--- src/rtl/qarc_pkg.sv ---
// shared types, constants and step functions for the quaternion angular rate core
package qarc_pkg;

   localparam int FRAC_BITS     = 14;
   localparam int CORDIC_STAGES = 16;
   localparam int ATAN_LEN      = 32;
   localparam int CORD_N        = (CORDIC_STAGES < ATAN_LEN) ? CORDIC_STAGES : ATAN_LEN;

   localparam int Q_W      = 16;                   // quaternion component
   localparam int DT_W     = 24;                   // interval
   localparam int R_W      = 32;                   // delta quaternion component
   localparam int SQ_W     = 62;                   // sum of squares
   localparam int NORM_W   = 31;                   // vector norm
   localparam int SREM_W   = 35;                   // square root remainder
   localparam int SQRT_N   = SQ_W / 2;             // one result bit per cell
   localparam int C_W      = 36;                   // cordic x and y
   localparam int Z_W      = 34;                   // cordic angle
   localparam int ANG_W    = Z_W + 1;
   localparam int D_W      = 32;                   // divider remainder and divisor
   localparam int RQ_W     = 37;                   // rate quotient
   localparam int AQ_W     = 16;                   // axis quotient
   localparam int AN_W     = NORM_W + FRAC_BITS;   // axis numerator
   localparam int RATE_NUM = 703125;
   localparam int RATE_SH  = 19;
   localparam int IN_W     = 8 * Q_W + DT_W;
   localparam int OUT_W    = 32 + 3 * Q_W;

   typedef struct packed {
      logic               v;
      logic [DT_W-1:0]    dt;
      logic signed [R_W-1:0] rw;
      logic signed [R_W-1:0] rx;
      logic signed [R_W-1:0] ry;
      logic signed [R_W-1:0] rz;
      logic [SQ_W-1:0]    n;
      logic [SREM_W-1:0]  rem;
      logic [NORM_W-1:0]  res;
   } sq_type;

   typedef struct packed {
      logic               v;
      logic [DT_W-1:0]    dt;
      logic signed [R_W-1:0] rx;
      logic signed [R_W-1:0] ry;
      logic signed [R_W-1:0] rz;
      logic [NORM_W-1:0]  norm;
      logic signed [C_W-1:0] cx;
      logic signed [C_W-1:0] cy;
      logic signed [Z_W-1:0] cz;
   } cd_type;

   typedef struct packed {
      logic                         v;
      logic [DT_W-1:0]              dt;
      logic                         nz;
      logic                         pos;
      logic [2:0]                   neg;
      logic [NORM_W-1:0]            norm;
      logic [RQ_W-1:0]              rq_num;
      logic [D_W-1:0]               rq_rem;
      logic [RQ_W-1:0]              rq_q;
      logic [2:0][AQ_W-1:0]         an_lo;
      logic [2:0][D_W-1:0]          an_rem;
      logic [2:0][AQ_W-1:0]         an_q;
   } dv_type;

   // atan(2^-i), full turn = 2^32
   function automatic logic [31:0] atan_entry(input logic [4:0] i);
      logic [31:0] a;
      case (i)
         5'd0:  a = 32'd536870912;
         5'd1:  a = 32'd316933406;
         5'd2:  a = 32'd167458907;
         5'd3:  a = 32'd85004756;
         5'd4:  a = 32'd42667331;
         5'd5:  a = 32'd21354465;
         5'd6:  a = 32'd10679838;
         5'd7:  a = 32'd5340245;
         5'd8:  a = 32'd2670163;
         5'd9:  a = 32'd1335087;
         5'd10: a = 32'd667544;
         5'd11: a = 32'd333772;
         5'd12: a = 32'd166886;
         5'd13: a = 32'd83443;
         5'd14: a = 32'd41722;
         5'd15: a = 32'd20861;
         5'd16: a = 32'd10430;
         5'd17: a = 32'd5215;
         5'd18: a = 32'd2608;
         5'd19: a = 32'd1304;
         5'd20: a = 32'd652;
         5'd21: a = 32'd326;
         5'd22: a = 32'd163;
         5'd23: a = 32'd81;
         5'd24: a = 32'd41;
         5'd25: a = 32'd20;
         5'd26: a = 32'd10;
         5'd27: a = 32'd5;
         5'd28: a = 32'd3;
         5'd29: a = 32'd1;
         5'd30: a = 32'd1;
         default: a = 32'd0;
      endcase
      return a;
   endfunction

   // one restoring division step: {new remainder, quotient bit}
   function automatic logic [D_W:0] div_step(input logic [D_W-1:0] rem, input logic b,
                                             input logic [D_W-1:0] d);
      logic [D_W:0] t;
      logic [D_W:0] dd;
      logic [D_W:0] diff;
      t    = {rem, b};
      dd   = {1'b0, d};
      diff = t - dd;
      if (t >= dd) begin
         return {diff[D_W-1:0], 1'b1};
      end
      return {t[D_W-1:0], 1'b0};
   endfunction

endpackage

--- src/rtl/qarc_cordic_cell.sv ---
// one vectoring micro-rotation of the angle cordic
module qarc_cordic_cell (
   input  logic             clock,
   input  logic             reset,
   input  logic             en,
   input  logic [4:0]       shift,
   input  qarc_pkg::cd_type src,
   output qarc_pkg::cd_type dst
);

   qarc_pkg::cd_type dst_in, dst_ff;
   logic signed [qarc_pkg::C_W-1:0] xs, ys;
   logic signed [qarc_pkg::Z_W-1:0] at;

   always_comb begin
      dst_in = src;
      xs = src.cx >>> shift;
      ys = src.cy >>> shift;
      at = $signed({2'b00, qarc_pkg::atan_entry(shift)});
      if (src.cy > 0) begin
         dst_in.cx = src.cx + ys;
         dst_in.cy = src.cy - xs;
         dst_in.cz = src.cz + at;
      end else begin
         dst_in.cx = src.cx - ys;
         dst_in.cy = src.cy + xs;
         dst_in.cz = src.cz - at;
      end
   end

   always_ff @(posedge clock) begin
      if (reset) begin
         dst_ff <= '0;
      end else if (en) begin
         dst_ff <= dst_in;
      end
   end

   assign dst = dst_ff;

endmodule

--- config.mk ---
export PLATFORM = sky130hd
export DESIGN_NAME = qarc_cordic_cell
export DESIGN_NICKNAME = d
export VERILOG_FILES = /design/src/rtl/qarc_pkg.sv /design/src/rtl/qarc_cordic_cell.sv
export SDC_FILE = /design/constraint.sdc
export NUM_CORES = 1
export LEC_CHECK = 0
export ABC_AREA = 0
export BUFFER_PORTS_ARGS = -buffer_cell sky130_fd_sc_hd__clkbuf_2
export CAP_MARGIN = 20
export CORE_ASPECT_RATIO = 1.2
export CORE_MARGIN = 5
export CORE_UTILIZATION = 56
export CTS_CLUSTER_SIZE = 40
export DETAILED_ROUTE_END_ITERATION = 12
export PLACE_DENSITY = 0.83
export SLEW_MARGIN = 20
export SYNTH_ARGS = -nofsm -noshare
export SYNTH_HDL_FRONTEND = slang
export SYNTH_SLANG_ARGS = --single-unit
--- constraint.sdc ---
create_clock -name clock -period 7.7 [get_ports clock]
set_input_delay 0.77 -clock clock [delete_from_list [all_inputs] [get_ports clock]]
set_output_delay 0.77 -clock clock [all_outputs]
set_load 0.02 [all_outputs]
==> impl_summary.md <==
Outcome
The flow ran to the end, and the final reports show no timing, DRC or antenna violations.

Setup path
For the worst setup path, the data required time is 8130 ps. Counting cells, the worst reg-to-reg path comes to 2. By startpoint and endpoint, the worst setup path is classified as in -> reg. The data arrival at the endpoint of the critical path is 7000 ps. The sort of element at the start of the critical path is an input port. Of all nets on the critical path, the largest fanout is 65.

The element type at the critical path end is a flop.

Synth
For this run, the leading register cell type out of synthesis is sky130_fd_sc_hd__dfxtp_1. Synthesis produced 2664 cells. By area the synthesized netlist is led by sky130_fd_sc_hd__dfxtp_1 (23%), sky130_fd_sc_hd__mux2i_1 (12%), sky130_fd_sc_hd__mux4_2 (6.7%). After synthesis, the share of flip-flops with an asynchronous set or reset is 0%. The cell type with the largest total area after synthesis is sky130_fd_sc_hd__dfxtp_1. The mean area per synthesized cell is 8.417 sq um. The post-synthesis sequential area ratio is 23.03%. After synthesis the cells add up to 0.02242 sq mm. After synthesis, the netlist uses 94 different library cells. The count of state elements after synthesis is roughly 260. In this run, synthesis inferred 0 flip-flops with an integrated enable. The number of nets handed over by synthesis was 3048. During synthesis, Yosys emitted a total of 0 warnings. Of the post-synthesis cell area, the dominant cell type holds between 20 and 25%.

Routing
The iteration-0 DRC count of the detailed router is approximately 2800. After detailed routing, the total wire length is between 90000 and 100000 um. In this run the remaining antenna-violating nets after routing total 0. Dividing the detail-routed via count by the number of cells gives 6.556. Across all layers, the routed design uses 23990 vias. The number of remaining DRC errors is 0. Before antenna repair, the detailed router went through 6 iterations. In the final routed layout, each cell accounts on average for 25.10 um.

Clocking
The number of cells upsized or downsized after cts is 0. The number of sinks handled by clock tree synthesis is around 260. The clock latency at the later pin of the worst-skew pair is 560 ps. The number of buffers inserted by hold repair at cts is 0. The total number of H-tree levels is 1. The number of buffers created by CTS is 25. The CTS tree is built. Once the clock tree was built, the setup fixing pass inserted 0 buffers. The cell sitting at the root of the clock tree is a sky130_fd_sc_hd__clkbuf_16. The maximum clock path buffer count is 3. The clock input transition at the sequential cells of the worst setup and hold paths is around 70 ps.

Die
The initial utilization of the core area, before any placement, comes to 56.57%. Measured along the x axis, the die boundary spans 192.7 um. The area of the core region is 0.03964 sq mm.

The row count is 80. The die extent in y is 229.2 um. Pin placement for this block handled 524 I/O pins. The floorplan die area is ~0.044 sq mm.

Hold path
The path class of the tightest hold or removal check is in -> reg. Counting instances, the worst hold path has a depth of 3.

Placed design
The final estimated routing congestion in global placement is 1.092. In this run the tool buffered the top-level ports with roughly 520 buffer cells. The HPWL after detailed placement is 71590 um.

The number of placed instances with taps included is 3612.

STA
After layout, the worst path uses 85.21% of the clock period. The max-slew violation total from the final report is 0. In the final timing run, aggregate negative setup slack is 0 ps. The final-report hold violation count was 0. Headroom to the max-slew limit came out at between 10% and 20%.

The post-layout minimum cycle time is between 6000 and 7000 ps. Setup repair after global routing left no endpoint under its margin. Derived from the worst setup path, the maximum achievable clock frequency is 0.1524 GHz. Setup violations remaining at the end of the flow were counted as 0.

For the pin with the worst max-slew slack, the measured transition is 1199 ps. For the final database, setup skew stands at 0 ps.

GRT
The initial antenna violation count is 3. The total overflow reported by the global router is 0. The first-pass GRT wire length is 137200 um. Entering global routing, the biggest net connects 99 pins. Global routing used 39.41% of the available tracks. The via count of the first global-routing pass is 23240.

Cells and area
The share of final-layout standard cells stronger than drive strength 1 is approximately a quarter. In the final layout, flip-flops and latches occupy slightly above 0.005 sq mm. The fill cell instance count of the final layout is ~3300. After the last flow step, the layout net total stands at 3491. The area of the multi-input gates is 0.01626 sq mm.

Leaving out fill and tap cells, the most frequent cells in the layout are sky130_fd_sc_hd__clkbuf_2 (518), sky130_fd_sc_hd__nor2_1 (383), sky130_fd_sc_hd__mux2i_1 (261). Compared with the post-synthesis result, the final layout area differs by 17.61%. The count of cells in the finished layout, fillers not included, comes to around 3700.

The commonest non-fill, non-tap cell in the layout is sky130_fd_sc_hd__clkbuf_2. The flip-flop count of the largest register, all copies and words added is 258.

Power
The maximum VDD drop is 0.1929 mV. The leakage power figure is 12.15 nW. The power density over the cells is 200.9 mW/mm^2.

Flow run
Across the run, the number of max-cap violations was 0.
-- power by group --
part	total, W	internal (W)	switching [W]
Combinational	0.00241	0.000945	0.00147
Clock	0.00132	0.000757	0.000558
Sequential	0.00157	0.00148	0.0000863
Total	0.00530	0.00318	0.00211
-- final cells by class --
cell class,count,share of cell area (%)
clock inverters,10,0.5551
well taps,533,2.529
inverters,57,0.8113
diodes,2,0.01898
multi-input cells,2174,61.65
clock buffers,34,2.728
flip-flops and latches,258,19.59
repair buffers,591,12.12
-- logic make-up (layout without fill, tap and decap cells) --
kind of cell               after synthesis  in the layout  synth area share [%]
DFF                                    258            258                 23.03
other                                    0              2                     0
buffers and inverters                  232            692                 4.514
and+or+nand+nor                        835            835                 17.50
AOI/OAI and AO/OA                      662            662                 19.96
adders and majority gates              119            119                 6.730
muxes                                  392            392                 21.78
xor gates and xnor gates               166            166                 6.484
-- critical path: stages --
cell and delay [ps]:
sky130_fd_sc_hd__buf_6 480, sky130_fd_sc_hd__buf_4 420, sky130_fd_sc_hd__mux4_2 570, sky130_fd_sc_hd__a222oi_1 510
sky130_fd_sc_hd__o21ai_0 200, sky130_fd_sc_hd__a31oi_1 440, sky130_fd_sc_hd__nand4b_1 240, sky130_fd_sc_hd__nor3b_2 410
sky130_fd_sc_hd__nand4_2 290, sky130_fd_sc_hd__nor2_1 210, sky130_fd_sc_hd__o21ai_0 110, sky130_fd_sc_hd__o221a_2 150
sky130_fd_sc_hd__ha_1 350, sky130_fd_sc_hd__a21oi_1 250, sky130_fd_sc_hd__o21bai_1 90, sky130_fd_sc_hd__a21oi_1 170
sky130_fd_sc_hd__nor2_1 50, sky130_fd_sc_hd__a211oi_1 200, sky130_fd_sc_hd__o21ai_0 210, sky130_fd_sc_hd__a31oi_1 350
sky130_fd_sc_hd__o21a_1 230, sky130_fd_sc_hd__o32a_1 150, sky130_fd_sc_hd__o311ai_0 100
-- routing by layer --
layer  GRT usage, %  vias to the layer above  part of all wire (%)
li1               -                    10760                     -
met1          49.61                    11400                    38
met2          64.24                     1520                    46
met3          8.102                      307                    10
met4          18.68                        2                   6.0
met5              0                        -                 0.014
-- synthesized netlist by cell type (29+ instances only) --
library cell               count
sky130_fd_sc_hd__buf_1        30
sky130_fd_sc_hd__o21ai_0     112
sky130_fd_sc_hd__o22ai_1      42
sky130_fd_sc_hd__ha_1        115
sky130_fd_sc_hd__nand2b_1     36
sky130_fd_sc_hd__mux2_2       59
sky130_fd_sc_hd__xor2_1       64
sky130_fd_sc_hd__a21oi_1     148
sky130_fd_sc_hd__xnor2_1     102
sky130_fd_sc_hd__a211oi_1     34
sky130_fd_sc_hd__mux4_2       67
sky130_fd_sc_hd__mux2i_1     261
sky130_fd_sc_hd__clkbuf_1     99
sky130_fd_sc_hd__a21o_1       54
sky130_fd_sc_hd__buf_2        29
sky130_fd_sc_hd__nor2_1      383
sky130_fd_sc_hd__a31oi_1      37
sky130_fd_sc_hd__dfxtp_1     258
sky130_fd_sc_hd__nor3_1       45
sky130_fd_sc_hd__nand3_1      42
sky130_fd_sc_hd__inv_1        54
sky130_fd_sc_hd__nand2_1     156
-- stage by stage --
stage	hold slack [ps]	util [%]	setup slack [ps]	total power [W]	area [sq um]
finish	418.9	66.53	1139	0.005298	26370
global route	428.4	66.53	733.0	0.005548	26370
CTS	409.5	66.51	1247	0.005267	26360
detailed placement	446.7	64.32	667.7	0.003943	25500
global placement	440.5	64.32	768.8	0.003886	25500
floorplan	530.2	-	1680	0.003195	22420
-- final timing paths --
path / startpoint / end / slack, ps
worst max-delay path: shift[0] / dst[105] / 1140
worst min-delay path: src[170] / dst[170] / 420
worst max register to register: dst[95] / dst[95] / 6890
worst min register to register: dst[27] / dst[27] / 460
(Power assumes the default switching activity.)
