**src/rtl/qarc_pkg.sv**
```systemverilog
// shared types, constants and step functions for the quaternion angular rate core
package qarc_pkg;

   localparam int FRAC_BITS     = 14;
   localparam int CORDIC_STAGES = 16;
   localparam int ATAN_LEN      = 32;
   localparam int CORD_N        = (CORDIC_STAGES < ATAN_LEN) ? CORDIC_STAGES : ATAN_LEN;

   localparam int Q_W      = 16;                   // quaternion component
   localparam int DT_W     = 24;                   // interval
   localparam int R_W      = 32;                   // delta quaternion component
   localparam int SQ_W     = 62;                   // sum of squares
   localparam int NORM_W   = 31;                   // vector norm
   localparam int SREM_W   = 35;                   // square root remainder
   localparam int SQRT_N   = SQ_W / 2;             // one result bit per cell
   localparam int C_W      = 36;                   // cordic x and y
   localparam int Z_W      = 34;                   // cordic angle
   localparam int ANG_W    = Z_W + 1;
   localparam int D_W      = 32;                   // divider remainder and divisor
   localparam int RQ_W     = 37;                   // rate quotient
   localparam int AQ_W     = 16;                   // axis quotient
   localparam int AN_W     = NORM_W + FRAC_BITS;   // axis numerator
   localparam int RATE_NUM = 703125;
   localparam int RATE_SH  = 19;
   localparam int IN_W     = 8 * Q_W + DT_W;
   localparam int OUT_W    = 32 + 3 * Q_W;

   typedef struct packed {
      logic               v;
      logic [DT_W-1:0]    dt;
      logic signed [R_W-1:0] rw;
      logic signed [R_W-1:0] rx;
      logic signed [R_W-1:0] ry;
      logic signed [R_W-1:0] rz;
      logic [SQ_W-1:0]    n;
      logic [SREM_W-1:0]  rem;
      logic [NORM_W-1:0]  res;
   } sq_type;

   typedef struct packed {
      logic               v;
      logic [DT_W-1:0]    dt;
      logic signed [R_W-1:0] rx;
      logic signed [R_W-1:0] ry;
      logic signed [R_W-1:0] rz;
      logic [NORM_W-1:0]  norm;
      logic signed [C_W-1:0] cx;
      logic signed [C_W-1:0] cy;
      logic signed [Z_W-1:0] cz;
   } cd_type;

   typedef struct packed {
      logic                         v;
      logic [DT_W-1:0]              dt;
      logic                         nz;
      logic                         pos;
      logic [2:0]                   neg;
      logic [NORM_W-1:0]            norm;
      logic [RQ_W-1:0]              rq_num;
      logic [D_W-1:0]               rq_rem;
      logic [RQ_W-1:0]              rq_q;
      logic [2:0][AQ_W-1:0]         an_lo;
      logic [2:0][D_W-1:0]          an_rem;
      logic [2:0][AQ_W-1:0]         an_q;
   } dv_type;

   // atan(2^-i), full turn = 2^32
   function automatic logic [31:0] atan_entry(input logic [4:0] i);
      logic [31:0] a;
      case (i)
         5'd0:  a = 32'd536870912;
         5'd1:  a = 32'd316933406;
         5'd2:  a = 32'd167458907;
         5'd3:  a = 32'd85004756;
         5'd4:  a = 32'd42667331;
         5'd5:  a = 32'd21354465;
         5'd6:  a = 32'd10679838;
         5'd7:  a = 32'd5340245;
         5'd8:  a = 32'd2670163;
         5'd9:  a = 32'd1335087;
         5'd10: a = 32'd667544;
         5'd11: a = 32'd333772;
         5'd12: a = 32'd166886;
         5'd13: a = 32'd83443;
         5'd14: a = 32'd41722;
         5'd15: a = 32'd20861;
         5'd16: a = 32'd10430;
         5'd17: a = 32'd5215;
         5'd18: a = 32'd2608;
         5'd19: a = 32'd1304;
         5'd20: a = 32'd652;
         5'd21: a = 32'd326;
         5'd22: a = 32'd163;
         5'd23: a = 32'd81;
         5'd24: a = 32'd41;
         5'd25: a = 32'd20;
         5'd26: a = 32'd10;
         5'd27: a = 32'd5;
         5'd28: a = 32'd3;
         5'd29: a = 32'd1;
         5'd30: a = 32'd1;
         default: a = 32'd0;
      endcase
      return a;
   endfunction

   // one restoring division step: {new remainder, quotient bit}
   function automatic logic [D_W:0] div_step(input logic [D_W-1:0] rem, input logic b,
                                             input logic [D_W-1:0] d);
      logic [D_W:0] t;
      logic [D_W:0] dd;
      logic [D_W:0] diff;
      t    = {rem, b};
      dd   = {1'b0, d};
      diff = t - dd;
      if (t >= dd) begin
         return {diff[D_W-1:0], 1'b1};
      end
      return {t[D_W-1:0], 1'b0};
   endfunction

endpackage

```
**src/rtl/qarc_div_cell.sv**
```systemverilog
// one quotient bit of the rate division and, early in the row, of the three axis divisions
module qarc_div_cell (
   input  logic             clock,
   input  logic             reset,
   input  logic             en,
   input  logic             axis_en,
   input  qarc_pkg::dv_type src,
   output qarc_pkg::dv_type dst
);

   qarc_pkg::dv_type dst_in, dst_ff;
   logic [qarc_pkg::D_W:0] rs;
   logic [qarc_pkg::D_W:0] as [3];

   always_comb begin
      dst_in = src;
      rs = qarc_pkg::div_step(src.rq_rem, src.rq_num[qarc_pkg::RQ_W-1],
                              qarc_pkg::D_W'(src.dt));
      dst_in.rq_rem = rs[qarc_pkg::D_W:1];
      dst_in.rq_num = {src.rq_num[qarc_pkg::RQ_W-2:0], 1'b0};
      dst_in.rq_q   = {src.rq_q[qarc_pkg::RQ_W-2:0], rs[0]};
      for (int j = 0; j < 3; j++) begin
         as[j] = qarc_pkg::div_step(src.an_rem[j], src.an_lo[j][qarc_pkg::AQ_W-1],
                                    qarc_pkg::D_W'(src.norm));
         if (axis_en) begin
            dst_in.an_rem[j] = as[j][qarc_pkg::D_W:1];
            dst_in.an_lo[j]  = {src.an_lo[j][qarc_pkg::AQ_W-2:0], 1'b0};
            dst_in.an_q[j]   = {src.an_q[j][qarc_pkg::AQ_W-2:0], as[j][0]};
         end
      end
   end

   always_ff @(posedge clock) begin
      if (reset) begin
         dst_ff <= '0;
      end else if (en) begin
         dst_ff <= dst_in;
      end
   end

   assign dst = dst_ff;

endmodule

```
**config.mk**
```make
export PLATFORM = sky130hd
export DESIGN_NAME = qarc_div_cell
export DESIGN_NICKNAME = d
export VERILOG_FILES = /design/src/rtl/qarc_pkg.sv /design/src/rtl/qarc_div_cell.sv
export SDC_FILE = /design/constraint.sdc
export NUM_CORES = 1
export LEC_CHECK = 0
export BUFFER_PORTS_ARGS = -buffer_cell sky130_fd_sc_hd__buf_2
export CAP_MARGIN = 40
export CORE_ASPECT_RATIO = 0.7
export CORE_UTILIZATION = 25
export CTS_BUF_LIST = sky130_fd_sc_hd__clkbuf_8 sky130_fd_sc_hd__clkbuf_16
export DETAILED_ROUTE_END_ITERATION = 8
export PLACE_DENSITY = 0.57
export SYNTH_ARGS = -nofsm -noshare
export SYNTH_HDL_FRONTEND = slang
export SYNTH_SLANG_ARGS = --single-unit
```
**constraint.sdc**
```tcl
create_clock -name clock -period 2.85 [get_ports clock]
set_input_delay 0.1425 -clock clock [delete_from_list [all_inputs] [get_ports clock]]
set_output_delay 0.1425 -clock clock [all_outputs]
set_load 0.03 [all_outputs]
```
==> results.ini, run 1 <==
[routing]
routed_wl_mm = 107
ant_nets = 0
vias_per_cell = 4.91
drtPass1Iterations = 6
drtIter0Drc = 2032
drc = 0
avgRoutedWirePerCell_um = 20.8
route.vias.total = 25200

[critical_path]
critPathBufInv = 3
path_cells = dlygate4sd3_1 > buf_2 > inv_1 > ha_1 > and3_1 > a221oi_2 > a21boi_2 > o41ai_2 > a21oi_1 > or3_1 > a311oi_1 > o32ai_1
crit_family = compound AO/OA/AOI/OAI gates
worstPathRequired_ns = 3.28
cpPeakStageDelay_ns = 0.53
cp.arrival_ns = 3.25
cpMaxStageDelayCell = dlygate4sd3_1
startpoint_type = input port
endpoint_kind = flop
critPathMaxFanout = 6
critPathKind = in2reg
r2r_slack_ns = 1.62

[floorplan]
rows = 90
start_util_pct = 25.5
dieArea_um2 = 89900
die_w_um = 358
die_h_um = 251
ios = 722
coreArea_um2 = 86900

[power]
power_mw = 16.9
combPwrFrac_pct = 34.8
p_switching_mw = 5.98
p_sw_share_pct = 35.3
seqPwrFrac_pct = 33.1
peakVddDrop_v = 0.000392
power.share.clock_pct = 32.1
p_int_mw = 10.9
power_per_cell_area_nw_per_um2 = 487
p_leak_nw = 16.6

[global_routing]
grtUsageTotal_pct = 22.3
antenna_found_initial = 9
grt_pass1_vias = 24100
overflow = 0
grt_max_degree = 166
grt_pass1_wl_mm = 153

[sta]
finalHoldViolations = 0
finClkSkew_ns = 0
setup_viol = 0
worstMarginPinSlew_ns = 0.810
max_slew_margin_pct = 46.0
rsz0062_at_grt = true
fin_crit_ns = 2.82
drv_slew = 0
post-route-period-util_pct = 98.8
max_freq_ghz = 0.355
setup_slack_ns = 0.0334

[hold_path]
hold_class = in2reg

[final_layout]
drive_gt1_share_pct = 31.1
fill_cells = 8787
area_growth_pct = 56.9
num-nets-final = 4432
largest_reg_flops = 358

[synthesis]
yosysUniqueCellTypes = 95
ys.flop_type = dfxtp_1
syn_inst = 2668
avgSynthCellArea_um2 = 8.31
syn_area_um2 = 22200
synth_fp_nets = 3152
ys_async_sr_fraction_pct = 0
yosysWarnings = 0
ys_seq_area_share_pct = 32.3
synth-edff-count = 0
synth_seq_cells = 358

[clock_tree]
clk_path_buf_depth = 3
h-tree-depth = 2
clock_latency_ns = 0.58
cts_root_buffer = clkbuf_16
cts.sinks = 358
numCtsBuffers = 41
cts_tree = done
clkTransAtPathRegs_ns = 0.06

[placement]
finalWeightedCongestion = 0.929
hpwl_mm = 81.0
portBuffers = 719
place_worst_setup_slack_ns = -0.212

[run_status]
status = complete, no violations

[job]
drv_cap = 0

## routing by layer
metal  GRT usage, %  part of all wire [%]
met1           29.6                    44
met2           36.4                    45
met3           5.47                   8.4
met4           4.50                   2.3
met5              0                 0.061
## cell usage in the layout, fill, tap and decap left out, drive strengths merged, types with 36 or more instances in the layout
cell         count
buf           1042
nor3            36
a21o            70
ha             117
nor2           393
nand2          141
nand2b          47
xor2            42
dlygate4sd3    373
xnor2           51
a21oi          159
clkbuf          52
dfxtp          358
a211oi         142
nor2b           40
inv            108
o21ai          126
mux2i          262
## synthesized netlist by cell type, types with 42 or more instances
| library cell | n | share of area [%] |
|---|---|---|
| a211oi_1 | 140 | 4.7 |
| a21o_1 | 70 | 2.4 |
| a21oi_1 | 158 | 3.6 |
| clkbuf_1 | 118 | 2.0 |
| dfxtp_1 | 358 | 32 |
| ha_1 | 117 | 6.6 |
| inv_1 | 102 | 1.7 |
| mux2i_1 | 262 | 12 |
| nand2_1 | 140 | 2.4 |
| nand2b_1 | 47 | 1.3 |
| nor2_1 | 392 | 6.6 |
| o21ai_0 | 114 | 2.6 |
| xnor2_1 | 51 | 2.0 |
| xor2_1 | 42 | 1.7 |
## power groups by stage
stage | Combinational [mW] | Sequential, mW | Clock, mW
finish | 5.89 | 5.60 | 5.43
CTS | 5.71 | 5.59 | 5.60
detailed placement | 5.25 | 5.69 | 0
floorplan | 2.37 | 6.42 | 0
global route | 6.34 | 5.63 | 5.80
global placement | 5.24 | 5.69 | 0
## cell families (layout without fill, tap and decap cells)
kind of cell | after synthesis | in the layout | share of synthesized area, %
buffers and inverters | 287 | 1594 | 5.19
flip-flops | 358 | 358 | 32.3
adder cells (fa/ha/maj) | 121 | 121 | 6.97
XOR/XNOR | 93 | 93 | 3.68
AO/OA/AOI/OAI | 752 | 752 | 23.3
AND/OR/NAND/NOR | 788 | 788 | 16.3
multiplexers | 268 | 268 | 12.1
other | 1 | 8 | 0.0169
## area by class of cell
type / instances / area, µm² / share of cell area [%]
Tap cell: 1150 / 1440 / 4.14
Sequential cell: 358 / 7170 / 20.6
Clock inverter: 21 / 193 / 0.554
Timing Repair Buffer: 1420 / 10200 / 29.2
Antenna cell: 7 / 17.5 / 0.0504
Clock buffer: 49 / 1150 / 3.30
Inverter: 104 / 398 / 1.14
Multi-Input combinational cell: 2023 / 14200 / 41.0
## worst register-to-register path: cells and delay by family (launching register included)
| family | cells | cell delay [ns] |
|---|---|---|
| compound gates | 2 | 0.15 |
| simple gates | 1 | 0.40 |
| flops | 1 | 0.34 |
| mux | 1 | 0.27 |
## final timing paths
path	cells past startpoint	startpoint	end
worst min-delay path	3	src[41]	dst[42]
worst max-delay path	12	src[310]	dst[72]
worst max register to register	4	dst[139]	dst[139]
worst min register to register	2	dst[96]	dst[96]
## metrics by stage
stage               TNS [ns]  instances  utilization [%]  hold WS [ns]  area [µm²]
CTS                        0       5111             39.3       0.00120       34200
floorplan                  0       2668                -         0.274       22200
finish                     0       5132             40.0        0.0206       34800
detailed placement     -2.93       4666             33.4         0.383       29100
global placement       -1.92       4666             33.4         0.376       29100
global route          -0.326       5125             40.0        0.0225       34700
## what timing repair did
action | in CTS | in global routing
buffers inserted | 0 | 13
hold buffers | 375 | 0
gates resized for setup | 0 | 81
hold endpoints to repair | 336 | 0
endpoints found under the setup margin | 0 | 94
Note: power is estimated with default switching activity, not from simulation.
==> run 2, diff against run 1 <==
--- a/config.mk
+++ b/config.mk
@@ -7,11 +7,11 @@
 export LEC_CHECK = 0
 export BUFFER_PORTS_ARGS = -buffer_cell sky130_fd_sc_hd__buf_2
 export CAP_MARGIN = 40
-export CORE_ASPECT_RATIO = 0.7
-export CORE_UTILIZATION = 25
+export CORE_AREA = 2 2 282 284
 export CTS_BUF_LIST = sky130_fd_sc_hd__clkbuf_8 sky130_fd_sc_hd__clkbuf_16
 export DETAILED_ROUTE_END_ITERATION = 8
-export PLACE_DENSITY = 0.57
+export DIE_AREA = 0 0 284 286
+export PLACE_DENSITY_LB_ADDON = 0.1
 export SYNTH_ARGS = -nofsm -noshare
 export SYNTH_HDL_FRONTEND = slang
 export SYNTH_SLANG_ARGS = --single-unit
==> run 2 against run 1 <==
  * Cell area rose by 0.22%
  * Worst setup slack improved by 0.036 ns
  * First-iteration DRC count down 43%
  * Clock skew did not move
  * Largest power group is now the clock network
  * Wire length decreased by 3.1%
  * Fmax grew 1.3%
  * Sequential power is essentially flat
==> results.ini, run 2 (same netlist as run 1, synthesis figures left out) <==
[global_routing]
grt_pass1_vias = 24900
grt_pass1_wl_mm = 153
antenna_found_initial = 6
overflow = 0
grt_max_degree = 209
grtUsageTotal_pct = 24.2

[final_layout]
mostFrequentLayoutCells = buf_2, nor2_1, dlygate4sd3_1
fill_cells = 7996
num-nets-final = 4451
final_common_cell = buf_2
drive_gt1_share_pct = 31.4
largest_reg_flops = 358
area_growth_pct = 57.2

[critical_path]
critPathMaxFanout = 4
r2r_end = dst[106]
startpoint_type = input port
endpoint_kind = flop
critPathKind = in2reg
cp.arrival_ns = 3.31
r2r_start = dst[106]
r2r_slack_ns = 1.33
worstPathRequired_ns = 3.38
worst-r2r-cell-count = 6

[floorplan]
die_w_um = 284
coreArea_um2 = 78400
dieArea_um2 = 81200
rows = 103
ios = 722
die_h_um = 286
start_util_pct = 28.3

[placement]
portBuffers = 719
finalWeightedCongestion = 0.949
hpwl_mm = 79.4
place_worst_setup_slack_ns = -0.269

[routing]
highest_layer = met5
drc = 0
drtPass1Iterations = 5
vias_per_cell = 4.94
route.vias.total = 25000
routed_wl_mm = 104
drtIter0Drc = 1157
met2WireLength_mm = 50.7
ant_nets = 0
drt-met1-wl_mm = 44.7
wl_met3_mm = 5.00
avgRoutedWirePerCell_um = 20.5

[sta]
max_slew_margin_pct = 38.0
worstMarginPinSlew_ns = 0.930
post-route-period-util_pct = 97.6
fin_crit_ns = 2.78
finClkSkew_ns = 0
setup_viol = 0
rsz0062_at_grt = true
max_freq_ghz = 0.360
setup_slack_ns = 0.0695
fin_tns_setup_ns = 0
drv_slew = 0
finalHoldViolations = 0

[hold_path]
hold_class = in2reg
hold_path.startpoint = src[238]
hold_end = dst[239]
holdPathStages = 3

[power]
combPwrFrac_pct = 32.8
p_int_mw = 11.7
peakVddDrop_v = 0.000409
p_leak_nw = 16.8
p_switching_mw = 5.97
power.share.clock_pct = 35.5
p_sw_share_pct = 33.8
power_per_cell_area_nw_per_um2 = 507
seqPwrFrac_pct = 31.7

[run_status]
status = complete, no violations

[clock_tree]
cts_root_buffer = clkbuf_16
clk_path_buf_depth = 3
h-tree-depth = 2
clkTransAtPathRegs_ns = 0.06
numCtsBuffers = 46
cts_tree = done
clock_latency_ns = 0.58
cts.sinks = 358

[job]
drv_cap = 0

==> run 2: worst max-delay path by stage <==
| stage | start | endpoint | slack (ns) | depth (start not counted) |
|---|---|---|---|---|
| detailed placement | src[298] | dst[74] | -0.27 | 13 |
| CTS | src[87] | dst[106] | 0.01 | 13 |
| floorplan | src[297] | dst[259] | 0.30 | 12 |
| finish | src[119] | dst[139] | 0.07 | 14 |
| global route | src[105] | dst[93] | -0.03 | 13 |
| global placement | src[318] | dst[139] | -0.22 | 13 |
==> run 2: cell type report <==
type                       instances  area [µm²]  area share, %
multi-input combinational       2023       14200           40.8
timing repair buffer            1434       10100           29.1
sequential                       358        7170           20.6
clock inverter                    28         364           1.05
antenna                            4        10.0         0.0287
clock buffer                      51        1230           3.53
inverter                         104         395           1.13
tap                             1050        1310           3.77
==> run 2: power groups by stage <==
| stage | Sequential [mW] | Clock, mW | Combinational, mW |
|---|---|---|---|
| final | 5.61 | 6.28 | 5.79 |
| after global routing | 5.64 | 6.67 | 6.25 |
| after CTS | 5.60 | 6.48 | 5.69 |
| after detailed placement | 5.71 | 0 | 5.23 |
| after global placement | 5.70 | 0 | 5.21 |
| after floorplan | 6.42 | 0 | 2.37 |
==> run 2: critical path: stages <==
cell and delay, ns:
dlygate4sd3_1 0.54, buf_2 0.16, ha_1 0.32, nand3_1 0.13, nor3b_2 0.29, buf_4 0.18
nand4_1 0.14, a31oi_2 0.23, nor3_2 0.08, a21boi_4 0.16, buf_6 0.13, or4_1 0.46
mux2_2 0.28, o21ai_1 0.07
==> run 2: what timing repair did <==
| item | 4_1_cts | 5_1_grt |
|---|---|---|
| endpoints found under the hold margin | 333 | 0 |
| setup endpoints to repair | 0 | 83 |
| buffers inserted | 0 | 12 |
| gates resized for setup | 0 | 87 |
| hold buffers | 372 | 0 |
==> run 2: metrics by stage <==
stage          power [mW]  hold slack, ns  instances  utilization [%]  area (µm²)
6_report             17.7          0.0319       5052             44.5       34800
5_1_grt              18.6          0.0302       5049             44.5       34800
4_1_cts              17.8         0.00167       5036             43.8       34300
3_5_place_dp         10.9           0.386       4585             37.0       29000
3_3_place_gp         10.9           0.379       4585             37.0       29000
2_1_floorplan        8.79           0.274       2668                -       22200
==> run 2: layer usage <==
layer	GRT usage, %	up-vias
li1	-	12300
met1	29.8	11900
met2	43.0	666
met3	4.27	133
met4	6.91	8
met5	0	-
